`src/design/rtb_pkg.sv`:
```
// Shared types and constants of the repeating timer bank.
// No dependencies; used by the control unit and the top level.
`timescale 1ns / 1ps
`default_nettype none

package rtb_pkg;

	// command codes of an input item
	typedef enum logic [2:0] {
		CMD_TICK    = 3'd0,
		CMD_ALLOC   = 3'd1,
		CMD_DEALLOC = 3'd2,
		CMD_SETUP   = 3'd3,
		CMD_START   = 3'd4,
		CMD_STOP    = 3'd5,
		CMD_COLLECT = 3'd6
	} cmd_t;

	// status codes of a result item
	typedef enum logic [2:0] {
		ST_OK          = 3'd0,
		ST_NONE_FREE   = 3'd1,
		ST_NOT_ALLOC   = 3'd2,
		ST_INVALID_CB  = 3'd3,
		ST_BAD_ID      = 3'd4
	} status_t;

	localparam logic [7:0] REPEAT_FOREVER = 8'hFF;
	localparam int MAX_RESULTS = 8;
	localparam int CNT_W = $clog2(MAX_RESULTS + 1);

	// configuration register index (paddr[2])
	localparam logic REG_IDX_INV_CODE = 1'b0;

	// one input item, last field in the low bits
	typedef struct packed {
		logic [7:0]  msg_options;
		logic [7:0]  msg_type;
		logic [7:0]  repeat_count;
		logic [31:0] timeout;
		logic [2:0]  timer_id;
		logic [2:0]  cmd;
	} item_t;

	localparam int ITEM_W = $bits(item_t);

	// one result item, status in the low bits
	typedef struct packed {
		logic        last;
		logic        wake;
		logic [7:0]  out_msg_options;
		logic [7:0]  out_msg_type;
		logic [2:0]  result_timer;
		logic [2:0]  status;
	} result_t;

	localparam int RES_DATA_W = $bits(result_t) - 1;

	// per-timer record held in the state memory
	typedef struct packed {
		logic [31:0] down_counter;
		logic [31:0] reload_value;
		logic [7:0]  repeats_left;
		logic [7:0]  callback_type;
		logic [7:0]  callback_options;
	} rec_t;

	localparam int REC_W = $bits(rec_t);

endpackage

`default_nettype wire

```
`src/design/rtb_ram.sv`:
```
// Generic single-port-write, single-port-read RAM with registered read data.
// No dependencies.
`timescale 1ns / 1ps
`default_nettype none

module rtb_ram #(
	parameter int WIDTH = 8,
	parameter int DEPTH = 8
) (
	input  wire logic                                      clk,
	input  wire logic                                      we,
	input  wire logic [((DEPTH > 1) ? $clog2(DEPTH) : 1)-1:0] waddr,
	input  wire logic [WIDTH-1:0]                          wdata,
	input  wire logic                                      re,
	input  wire logic [((DEPTH > 1) ? $clog2(DEPTH) : 1)-1:0] raddr,
	output logic      [WIDTH-1:0]                          rdata
);

	logic [WIDTH-1:0] mem_q [DEPTH];

	// write port
	always_ff @(posedge clk) begin
		if (we) begin
			mem_q[waddr] <= wdata;
		end
	end

	// registered read port, holds its data between reads
	always_ff @(posedge clk) begin
		if (re) begin
			rdata <= mem_q[raddr];
		end
	end

endmodule

`default_nettype wire

```
`src/design/rtb_ctrl.sv`:
```
// Command sequencer of the timer bank: marks, sweeps and read-modify-write
// of the timer records. Depends on rtb_pkg; drives an external rtb_ram.
`timescale 1ns / 1ps
`default_nettype none

module rtb_ctrl
	import rtb_pkg::*;
#(
	parameter int NUM_TIMERS = 8
) (
	input  wire logic                                              clk,
	input  wire logic                                              arst_n,
	input  wire logic                                              in_valid,
	output logic                                                   in_ready,
	input  wire item_t                                             in_item,
	input  wire logic [7:0]                                        inv_code,
	output logic                                                   res_valid,
	input  wire logic                                              res_ready,
	output result_t                                                res,
	output logic                                                   ram_re,
	output logic [((NUM_TIMERS > 1) ? $clog2(NUM_TIMERS) : 1)-1:0] ram_raddr,
	input  wire rec_t                                              ram_rdata,
	output logic                                                   ram_we,
	output logic [((NUM_TIMERS > 1) ? $clog2(NUM_TIMERS) : 1)-1:0] ram_waddr,
	output rec_t                                                   ram_wdata
);

	localparam int AW = (NUM_TIMERS > 1) ? $clog2(NUM_TIMERS) : 1;
	localparam int PW = $clog2(NUM_TIMERS + 1);

	typedef enum logic [7:0] {
		S_IDLE  = 8'b0000_0001,
		S_MOD   = 8'b0000_0010,
		S_TICK  = 8'b0000_0100,
		S_ALLOC = 8'b0000_1000,
		S_COL   = 8'b0001_0000,
		S_CWAIT = 8'b0010_0000,
		S_EMIT  = 8'b0100_0000,
		S_SPARE = 8'b1000_0000
	} state_t;

	state_t               state_q;
	item_t                item_q;
	result_t              res_q;
	logic [PW-1:0]        ptr_q;
	logic [CNT_W-1:0]     cnt_q;
	logic                 wake_q;
	logic                 ret_col_q;
	logic                 rd_v_s1;
	logic [AW-1:0]        rd_idx_s1;
	logic [NUM_TIMERS-1:0] alloc_q;
	logic [NUM_TIMERS-1:0] run_q;
	logic [NUM_TIMERS-1:0] exp_q;
	logic [NUM_TIMERS-1:0] written_q;

	logic                 accept;
	logic [AW-1:0]        id_idx;
	logic                 id_bad;
	logic [AW-1:0]        ptr_idx;
	logic                 ptr_end;
	rec_t                 rd_rec;
	rec_t                 tk_rec;
	logic                 tk_zero;
	logic                 tk_stop;
	logic                 tk_hit;
	logic [NUM_TIMERS-1:0] later;
	logic                 col_last;
	logic                 start_ok;
	logic [AW-1:0]        q_idx;
	result_t              res_d;

	assign in_ready  = (state_q == S_IDLE);
	assign accept    = in_valid && in_ready;
	assign id_idx    = AW'(in_item.timer_id);
	assign id_bad    = 32'(in_item.timer_id) >= 32'(NUM_TIMERS);
	assign q_idx     = AW'(item_q.timer_id);
	assign ptr_idx   = ptr_q[AW-1:0];
	assign ptr_end   = (ptr_q == PW'(NUM_TIMERS));
	assign res_valid = (state_q == S_EMIT);
	assign res       = res_q;

	// entries never written read as zero
	assign rd_rec = written_q[rd_idx_s1] ? ram_rdata : '0;

	// one tick of the record read last cycle
	always_comb begin
		tk_rec  = rd_rec;
		tk_zero = 1'b0;
		tk_stop = 1'b0;
		if (rd_rec.down_counter != '0) begin
			tk_rec.down_counter = rd_rec.down_counter - 32'd1;
		end
		if (tk_rec.down_counter == '0) begin
			tk_zero = 1'b1;
			priority if (rd_rec.repeats_left == REPEAT_FOREVER) begin
				tk_rec.down_counter = rd_rec.reload_value;
			end else if (rd_rec.repeats_left != '0) begin
				tk_rec.down_counter = rd_rec.reload_value;
				tk_rec.repeats_left = rd_rec.repeats_left - 8'd1;
			end else begin
				tk_stop = 1'b1;
			end
		end
	end

	assign tk_hit   = rd_v_s1 && run_q[rd_idx_s1];
	assign start_ok = (rd_rec.callback_type != inv_code);

	// expired timers above the one being reported
	always_comb begin
		for (int i = 0; i < NUM_TIMERS; i++) begin
			later[i] = exp_q[i] && (PW'(i) > ptr_q);
		end
	end

	assign col_last = ((cnt_q + CNT_W'(1)) == CNT_W'(MAX_RESULTS)) || (later == '0);

	// memory read and write requests
	always_comb begin
		ram_re    = 1'b0;
		ram_raddr = id_idx;
		ram_we    = 1'b0;
		ram_waddr = rd_idx_s1;
		ram_wdata = tk_rec;
		unique case (state_q)
			S_IDLE: begin
				// read the addressed record only for setup and start
				ram_re = accept && (cmd_t'(in_item.cmd) == CMD_SETUP
					|| cmd_t'(in_item.cmd) == CMD_START);
			end
			S_TICK: begin
				ram_re    = !ptr_end;
				ram_raddr = ptr_idx;
				ram_we    = tk_hit;
			end
			S_COL: begin
				ram_re    = !ptr_end && exp_q[ptr_idx];
				ram_raddr = ptr_idx;
			end
			S_MOD: begin
				ram_wdata = rd_rec;
				if (cmd_t'(item_q.cmd) == CMD_SETUP) begin
					ram_we                     = 1'b1;
					ram_wdata.reload_value     = item_q.timeout;
					ram_wdata.repeats_left     = item_q.repeat_count;
					ram_wdata.callback_type    = item_q.msg_type;
					ram_wdata.callback_options = item_q.msg_options;
				end else begin
					ram_we                 = start_ok;
					ram_wdata.down_counter = rd_rec.reload_value;
				end
			end
			default: begin
			end
		endcase
	end

	// read pipeline tag
	always_ff @(posedge clk or negedge arst_n) begin
		if (!arst_n) begin
			rd_v_s1 <= 1'b0;
		end else begin
			rd_v_s1 <= ram_re;
		end
	end

	// next result item
	always_comb begin
		res_d = res_q;
		unique case (state_q)
			S_IDLE: begin
				res_d              = '0;
				res_d.status       = ST_OK;
				res_d.result_timer = in_item.timer_id;
				res_d.last         = 1'b1;
				if (id_bad) begin
					res_d.status = ST_BAD_ID;
				end else if (cmd_t'(in_item.cmd) != CMD_STOP && !alloc_q[id_idx]) begin
					res_d.status = ST_NOT_ALLOC;
				end
			end
			S_MOD: begin
				if (cmd_t'(item_q.cmd) == CMD_START && !start_ok) begin
					res_d.status = ST_INVALID_CB;
				end
			end
			S_TICK: begin
				res_d        = '0;
				res_d.status = ST_OK;
				res_d.wake   = wake_q;
				res_d.last   = 1'b1;
			end
			S_ALLOC: begin
				res_d        = '0;
				res_d.status = ST_OK;
				res_d.last   = 1'b1;
				if (ptr_end) begin
					res_d.status = ST_NONE_FREE;
				end else begin
					res_d.result_timer = 3'(ptr_q);
				end
			end
			S_CWAIT: begin
				res_d                 = '0;
				res_d.status          = ST_OK;
				res_d.result_timer    = 3'(ptr_q);
				res_d.out_msg_type    = rd_rec.callback_type;
				res_d.out_msg_options = rd_rec.callback_options;
				res_d.last            = col_last;
			end
			default: begin
			end
		endcase
	end

	// payload registers
	always_ff @(posedge clk) begin
		if (ram_re) begin
			rd_idx_s1 <= ram_raddr;
		end
		if (accept) begin
			item_q <= in_item;
		end
		res_q <= res_d;
	end

	// sequencer and marks
	always_ff @(posedge clk or negedge arst_n) begin
		if (!arst_n) begin
			state_q   <= S_IDLE;
			ptr_q     <= '0;
			cnt_q     <= '0;
			wake_q    <= 1'b0;
			ret_col_q <= 1'b0;
			alloc_q   <= '0;
			run_q     <= '0;
			exp_q     <= '0;
			written_q <= '0;
		end else begin
			if (ram_we) begin
				written_q[ram_waddr] <= 1'b1;
			end
			unique case (state_q)
				S_IDLE: begin
					ptr_q     <= '0;
					cnt_q     <= '0;
					wake_q    <= 1'b0;
					ret_col_q <= 1'b0;
					if (accept) begin
						unique case (in_item.cmd)
							CMD_TICK:    state_q <= S_TICK;
							CMD_ALLOC:   state_q <= S_ALLOC;
							CMD_COLLECT: state_q <= S_COL;
							CMD_STOP: begin
								state_q <= S_EMIT;
								if (!id_bad) begin
									run_q[id_idx] <= 1'b0;
									exp_q[id_idx] <= 1'b0;
								end
							end
							CMD_DEALLOC: begin
								state_q <= S_EMIT;
								if (!id_bad && alloc_q[id_idx]) begin
									alloc_q[id_idx] <= 1'b0;
									run_q[id_idx]   <= 1'b0;
									exp_q[id_idx]   <= 1'b0;
								end
							end
							CMD_SETUP, CMD_START: begin
								if (!id_bad && alloc_q[id_idx]) begin
									state_q <= S_MOD;
								end else begin
									state_q <= S_EMIT;
								end
							end
							default: state_q <= S_IDLE;
						endcase
					end
				end
				S_MOD: begin
					state_q <= S_EMIT;
					if (cmd_t'(item_q.cmd) == CMD_START && start_ok) begin
						run_q[q_idx] <= 1'b1;
						exp_q[q_idx] <= 1'b0;
					end
				end
				S_TICK: begin
					if (!ptr_end) begin
						ptr_q <= ptr_q + PW'(1);
					end
					if (tk_hit && tk_zero) begin
						exp_q[rd_idx_s1] <= 1'b1;
						wake_q           <= 1'b1;
						if (tk_stop) begin
							run_q[rd_idx_s1] <= 1'b0;
						end
					end
					if (ptr_end && !rd_v_s1) begin
						state_q <= S_EMIT;
					end
				end
				S_ALLOC: begin
					if (ptr_end) begin
						state_q <= S_EMIT;
					end else if (!alloc_q[ptr_idx]) begin
						alloc_q[ptr_idx] <= 1'b1;
						state_q          <= S_EMIT;
					end else begin
						ptr_q <= ptr_q + PW'(1);
					end
				end
				S_COL: begin
					if (ptr_end) begin
						state_q <= S_IDLE;
					end else if (exp_q[ptr_idx]) begin
						state_q <= S_CWAIT;
					end else begin
						ptr_q <= ptr_q + PW'(1);
					end
				end
				S_CWAIT: begin
					exp_q[ptr_idx] <= 1'b0;
					cnt_q          <= cnt_q + CNT_W'(1);
					ptr_q          <= ptr_q + PW'(1);
					ret_col_q      <= !col_last;
					state_q        <= S_EMIT;
				end
				S_EMIT: begin
					if (res_ready) begin
						state_q <= ret_col_q ? S_COL : S_IDLE;
					end
				end
				default: state_q <= S_IDLE;
			endcase
		end
	end

endmodule

`default_nettype wire

```
`src/design/repeating_timer_bank_unit.sv`:
```
// Repeating timer bank, top level: stream ports, APB register, output item
// register. Depends on rtb_pkg, rtb_ctrl and rtb_ram.
`timescale 1ns / 1ps
`default_nettype none

// A bank of NUM_TIMERS timers whose records (counter, period, repeat count,
// message) sit in one synchronous RAM; allocated, running and expired marks
// are flip-flops. The block works on one item at a time and takes the next
// item as soon as the previous result has moved to the output register, even
// while that result waits for m_tready. A tick sweeps the RAM one timer per
// cycle with a read-modify-write. Allocate scans the marks one timer per
// cycle. Collect scans one timer per cycle and, for each reported timer,
// waits for its RAM read and then for the output; it reports at most
// eight timers and gives no item when nothing has expired. Setup and start
// pass through a read-modify-write state (not for a bad id or a timer that
// is not allocated); deallocate and stop go straight to their result.
// No clearing pass follows reset.
module repeating_timer_bank_unit
	import rtb_pkg::*;
#(
	parameter int NUM_TIMERS = 8
) (
	input  wire logic        clk,
	input  wire logic        arst_n,
	// input item: cmd[2:0], timer_id[5:3], timeout[37:6], repeat_count[45:38],
	// msg_type[53:46], msg_options[61:54], zero pad[63:62]
	input  wire logic        s_tvalid,
	output logic             s_tready,
	input  wire logic [63:0] s_tdata,
	// result item: status[2:0], result_timer[5:3], out_msg_type[13:6],
	// out_msg_options[21:14], wake[22], zero pad[23]
	output logic             m_tvalid,
	input  wire logic        m_tready,
	output logic [23:0]      m_tdata,
	output logic             m_tlast,
	input  wire logic        psel,
	input  wire logic        penable,
	input  wire logic        pwrite,
	input  wire logic [2:0]  paddr,
	input  wire logic [31:0] pwdata,
	output logic [31:0]      prdata,
	output logic             pready
);

	localparam int AW = (NUM_TIMERS > 1) ? $clog2(NUM_TIMERS) : 1;

	logic [7:0] inv_code_q;
	item_t      in_item;
	result_t    res;
	logic       res_valid;
	logic       res_ready;
	result_t    out_q;
	logic       out_valid_q;
	logic       ram_re;
	logic       ram_we;
	logic [AW-1:0] ram_raddr;
	logic [AW-1:0] ram_waddr;
	rec_t       ram_rdata;
	rec_t       ram_wdata;
	logic [REC_W-1:0] ram_rdata_raw;

	// configuration register
	assign pready = 1'b1;
	always_ff @(posedge clk or negedge arst_n) begin
		if (!arst_n) begin
			inv_code_q <= '0;
		end else if (psel && penable && pwrite && pready
				&& paddr[2] == REG_IDX_INV_CODE) begin
			inv_code_q <= pwdata[7:0];
		end
	end
	assign prdata = (psel && paddr[2] == REG_IDX_INV_CODE) ? {24'd0, inv_code_q} : '0;

	assign in_item = item_t'(s_tdata[ITEM_W-1:0]);

	rtb_ctrl #(
		.NUM_TIMERS(NUM_TIMERS)
	) u_ctrl (
		.clk       (clk),
		.arst_n    (arst_n),
		.in_valid  (s_tvalid),
		.in_ready  (s_tready),
		.in_item   (in_item),
		.inv_code  (inv_code_q),
		.res_valid (res_valid),
		.res_ready (res_ready),
		.res       (res),
		.ram_re    (ram_re),
		.ram_raddr (ram_raddr),
		.ram_rdata (ram_rdata),
		.ram_we    (ram_we),
		.ram_waddr (ram_waddr),
		.ram_wdata (ram_wdata)
	);

	rtb_ram #(
		.WIDTH(REC_W),
		.DEPTH(NUM_TIMERS)
	) u_ram (
		.clk   (clk),
		.we    (ram_we),
		.waddr (ram_waddr),
		.wdata (ram_wdata),
		.re    (ram_re),
		.raddr (ram_raddr),
		.rdata (ram_rdata_raw)
	);
	assign ram_rdata = rec_t'(ram_rdata_raw);

	// output item register
	assign res_ready = !out_valid_q || m_tready;
	always_ff @(posedge clk or negedge arst_n) begin
		if (!arst_n) begin
			out_valid_q <= 1'b0;
		end else if (res_ready) begin
			out_valid_q <= res_valid;
		end
	end
	always_ff @(posedge clk) begin
		if (res_ready && res_valid) begin
			out_q <= res;
		end
	end

	assign m_tvalid = out_valid_q;
	assign m_tdata  = {1'b0, out_q[RES_DATA_W-1:0]};
	assign m_tlast  = out_q.last;

endmodule

`default_nettype wire

```
`config.mk`:
```
export PLATFORM = sky130hd
export DESIGN_NAME = repeating_timer_bank_unit
export DESIGN_NICKNAME = d
export VERILOG_FILES = /design/src/design/rtb_pkg.sv /design/src/design/rtb_ram.sv /design/src/design/rtb_ctrl.sv /design/src/design/repeating_timer_bank_unit.sv
export SDC_FILE = /design/constraint.sdc
export NUM_CORES = 1
export LEC_CHECK = 0
export ABC_AREA = 1
export CAP_MARGIN = 20
export CORE_ASPECT_RATIO = 2
export CORE_MARGIN = 2
export CORE_UTILIZATION = 35
export DETAILED_ROUTE_END_ITERATION = 6
export DONT_BUFFER_PORTS = 1
export HOLD_SLACK_MARGIN = 0.12
export PLACE_DENSITY_LB_ADDON = 0.2
export SLEW_MARGIN = 10
export SYNTH_ARGS = -nofsm -noshare
export SYNTH_HDL_FRONTEND = slang
export SYNTH_HIERARCHICAL = 1
export SYNTH_SLANG_ARGS = --single-unit
```
`constraint.sdc`:
```
create_clock -name clk -period 6.9 [get_ports clk]
set_input_delay 0.69 -clock clk [delete_from_list [all_inputs] [get_ports clk]]
set_output_delay 0.69 -clock clk [all_outputs]
set_load 0.02 [all_outputs]
```
==> results.txt <==
outcome: complete, no violations
Final Max Tran Viols: 0
register area: 28600 um^2
initial core utilization: 0.351
layout cells sized above 1: 0.0497
Yosys cell types: 56
Final period util: 0.776
Crit Path Category: flop to flop
Synth Area in Compound Gates: 0.0463
Internal: 11.4 mW
1st-pass router iterations: 5
post-synthesis sequential area ratio: 0.643
clk slew on worst S/H paths: 0.07 ns
CP Max Fanout: 63
Slew HR: 0.291
register-to-register setup slack: 1.54 ns
number of synthesized flops with an enable pin: 904
Hold Path Sink: inv_code_q[5]
Util after Layout: 0.396
area of the multi-input gates: 11600 um^2
Syn Area/Cell: 9.56 um^2
Post-CTS Setup Bufs: 0
clock skew: 0.0505 ns
pin slew with the least headroom to its limit: 1.06 ns
nets: 4784
final hold vios: 0
Synth Area in XOR/XNOR: 0.00433
CTS tree: yes
Fin Hold WS: 0.179 ns
Root Buffer: clkbuf_16
worst skew pair latency: 0.73 ns
commonest non-fill, non-tap cell in the layout: nand2_1
critical-path cell list: inv_1 > nand3_1 > nand2_1 > nor2_1 > nand2_4 > nand2_1 > ha_1 > nand3_1 > nor2_1 > nand2_2 > nand2_1 > nand2_1 > nor2_1 > nand2_1 > nor2_2 > nand2_2 > nor2_2 > o21ai_0 > o21bai_1
Die ar.: 130000 um^2
Synth Warn #: 6
CTS buffer count: 91
Syn Inst Count: 4651
initial antenna violation count: 2
core area: 127000 um^2
Startpoint Class: flop
row count: 185
simple-gate share of the synthesized area: 0.203
IO Pins: 166
Buffers on Ports: 0
gr usage total: 0.182
post_cts resized: 0
DIE HEIGHT: 508 um
Layout fillers: 12200
FF-to-FF Start: u_ctrl/ram_waddr[0]
mux contribution to synthesized area: 0
Pleak: 21.8 nW
Sw Pwr: 5.18 mW
setup_tns: 0 ns
largest net degree at the start of global routing: 135
Placed Cells: 6182
Max rail drop VDD: 255 uV
Final min period: 5.36 ns
# setup viols final: 0
RSZ-0062 raised after global routing: false
R2R depth: 19
CP max stage cell: edfxtp_1
Clock Power Share: 0.323
most frequent cells in the layout: nand2_1 (1631), edfxtp_1 (904), inv_1 (871), nand3_1 (423), o21ai_0 (132)
chip width: 256 um
P per Cell Area: 330 nW/um^2
min-delay src: paddr[2]
largest area contributor in the netlist: edfxtp_1
crit path DAT: 5.79 ns
# clock sinks: 963
vias per cell: 4.77
Max Cap Viol: 0
Clock H-tree levels: 3
fraction of synthesized cell area taken by the top area cell type: 0.610
vias in the first global route: 30100
hold crit path type: input port to flop
area grow syn2layout: 12.8%
WL per Instance: 18.6 um
total wire length: 120 mm
Max clock buf depth: 3
first-pass GRT wire length: 180 mm
Top FF cell, synth: edfxtp_1
crit end category: flop
vias post-DR: 30700
async set-reset flop share out of synthesis: 0.0613
Crit path largest cell delay: 0.59 ns
Flop pwr share: 0.463
#FFs+latches synth: 963
cell mode on critical path: nand2_1
power share of the combinational group: 0.214
Antenna Nets Post-Route: 0
total gr overflow: 0
First DRT Iteration DRCs: 2119
non-filler instance count after layout: 6430
worst r2r dst: u_ram/mem_q[2][56]
Adder-Cell Fraction of Synth Area: 0.00225
largest family of logic cells by synthesized area: simple AND/OR/NAND/NOR gates
drt drc: 0
Netlist Area Pre-Place: 44500 um^2
post-DP HPWL: 69.2 mm
Worst Path Required: 7.34 ns
Switching Fraction: 0.312
synth top area cells: edfxtp_1 (61%), nand2_1 (14%), inv_1 (7.3%)
f_max: 187 MHz
Final GP Congestion: 0.894
Cells on Worst Hold Path: 3
==> per-layer routing <==
layer	global-route usage	routed length (um)
met1	0.206	47100
met2	0.340	63100
met3	0.0237	4530
met4	0.0843	4970
met5	0	0
==> registers in the layout (all words and copies together) (netlist names), 3 cells and up <==
name,flops
m_tdata,23
u_ctrl/ptr_q,4
u_ctrl/state_q,7
u_ram/rdata,88
u_ctrl/exp_q,8
u_ctrl/run_q,8
u_ctrl/alloc_q,8
u_ctrl/ram_waddr,3
u_ctrl/written_q,8
u_ctrl/res,23
u_ctrl/cnt_q,4
u_ctrl/item_q,59
u_ctrl/q_idx,3
inv_code_q,8
u_ram/mem_q,704
==> worst max-delay path: cells and delay by family, from the launching register on <==
family | cells | cell delay, ns
simple gates | 15 | 3.44
flops | 1 | 0.59
fa+ha+maj | 1 | 0.22
compound gates | 2 | 0.59
buf+inv | 1 | 0.21
==> power by group through the flow <==
stage / clock network [mW] / registers, mW / logic, mW
after floorplan: 0 / 7.71 / 2.43
after global placement: 0 / 7.79 / 3.50
after detailed placement: 0 / 7.80 / 3.52
after CTS: 5.50 / 7.68 / 3.58
after global routing: 5.71 / 7.71 / 3.95
final: 5.35 / 7.67 / 3.54
==> repair_timing <==
action                                  4_1_cts  5_1_grt
endpoints found under the setup margin        0        0
endpoints found under the hold margin       130        0
hold buffers                                 78        0
==> synth_stat cells (2+ instances only) <==
cell and instances:
and2_1 2, ha_1 8, o21ai_2 3, nand3_1 423
edfxtp_1 904, a2bb2oi_1 3, inv_2 8, a41o_1 2
o41ai_2 2, a22oi_1 3, nand2_1 1633, nor2_4 2
o21ai_1 3, buf_1 20, nand4_1 10, o21ai_0 135
o31ai_1 32, clkinv_1 4, buf_6 5, or2_2 3
buf_4 37, nor2_2 9, xor2_1 11, a21oi_1 41
nor4_1 5, a211oi_1 2, a31oi_1 5, dfrtp_1 58
a221oi_1 5, xnor2_1 11, clkbuf_1 50, o41ai_1 25
o22ai_1 39, inv_1 871, o21bai_1 15, nor2_1 103
nand2_2 5, conb_1 3, o211ai_1 4, buf_2 110
nor3_1 22
==> logic make-up after synthesis <==
group	Yosys count
AND/OR/NAND/NOR	2221
buffers and inverters	1105
XOR/XNOR	22
flip-flops	963
other	3
AO/OA/AOI/OAI	329
adder cells (fa/ha/maj)	8
==> how the worst max path moves through the flow <==
stage,depth (start not counted),to,startpoint
2_1_floorplan,6,u_ctrl/ram_waddr[0],u_ctrl/state_q[0]
3_3_place_gp,20,u_ram/mem_q[7][85],u_ctrl/ram_waddr[0]
3_5_place_dp,19,u_ram/mem_q[3][56],u_ctrl/ram_waddr[0]
4_1_cts,19,u_ram/mem_q[3][56],u_ctrl/ram_waddr[0]
5_1_grt,19,u_ram/mem_q[5][57],u_ctrl/ram_waddr[0]
6_report,19,u_ram/mem_q[2][56],u_ctrl/ram_waddr[0]
==> layout make-up <==
cell class,count,area share
clock buffers,109,0.0476
diodes,1,0.0000499
multi-input cells,2607,0.232
flip-flops and latches,963,0.570
well taps,1683,0.0420
inverters,883,0.0664
repair buffers,124,0.0263
clock inverters,60,0.0158
==> per-stage QoR <==
step | instance area (um^2) | setup WS (ns) | total power, mW
after CTS | 50200 | 1.61 | 16.8
after floorplan | 44600 | 0.459 | 10.1
after global routing | 50200 | 1.14 | 17.4
after global placement | 46200 | 1.62 | 11.3
final | 50200 | 1.54 | 16.6
after detailed placement | 46200 | 1.62 | 11.3
Power figures use the tool's default switching activity.
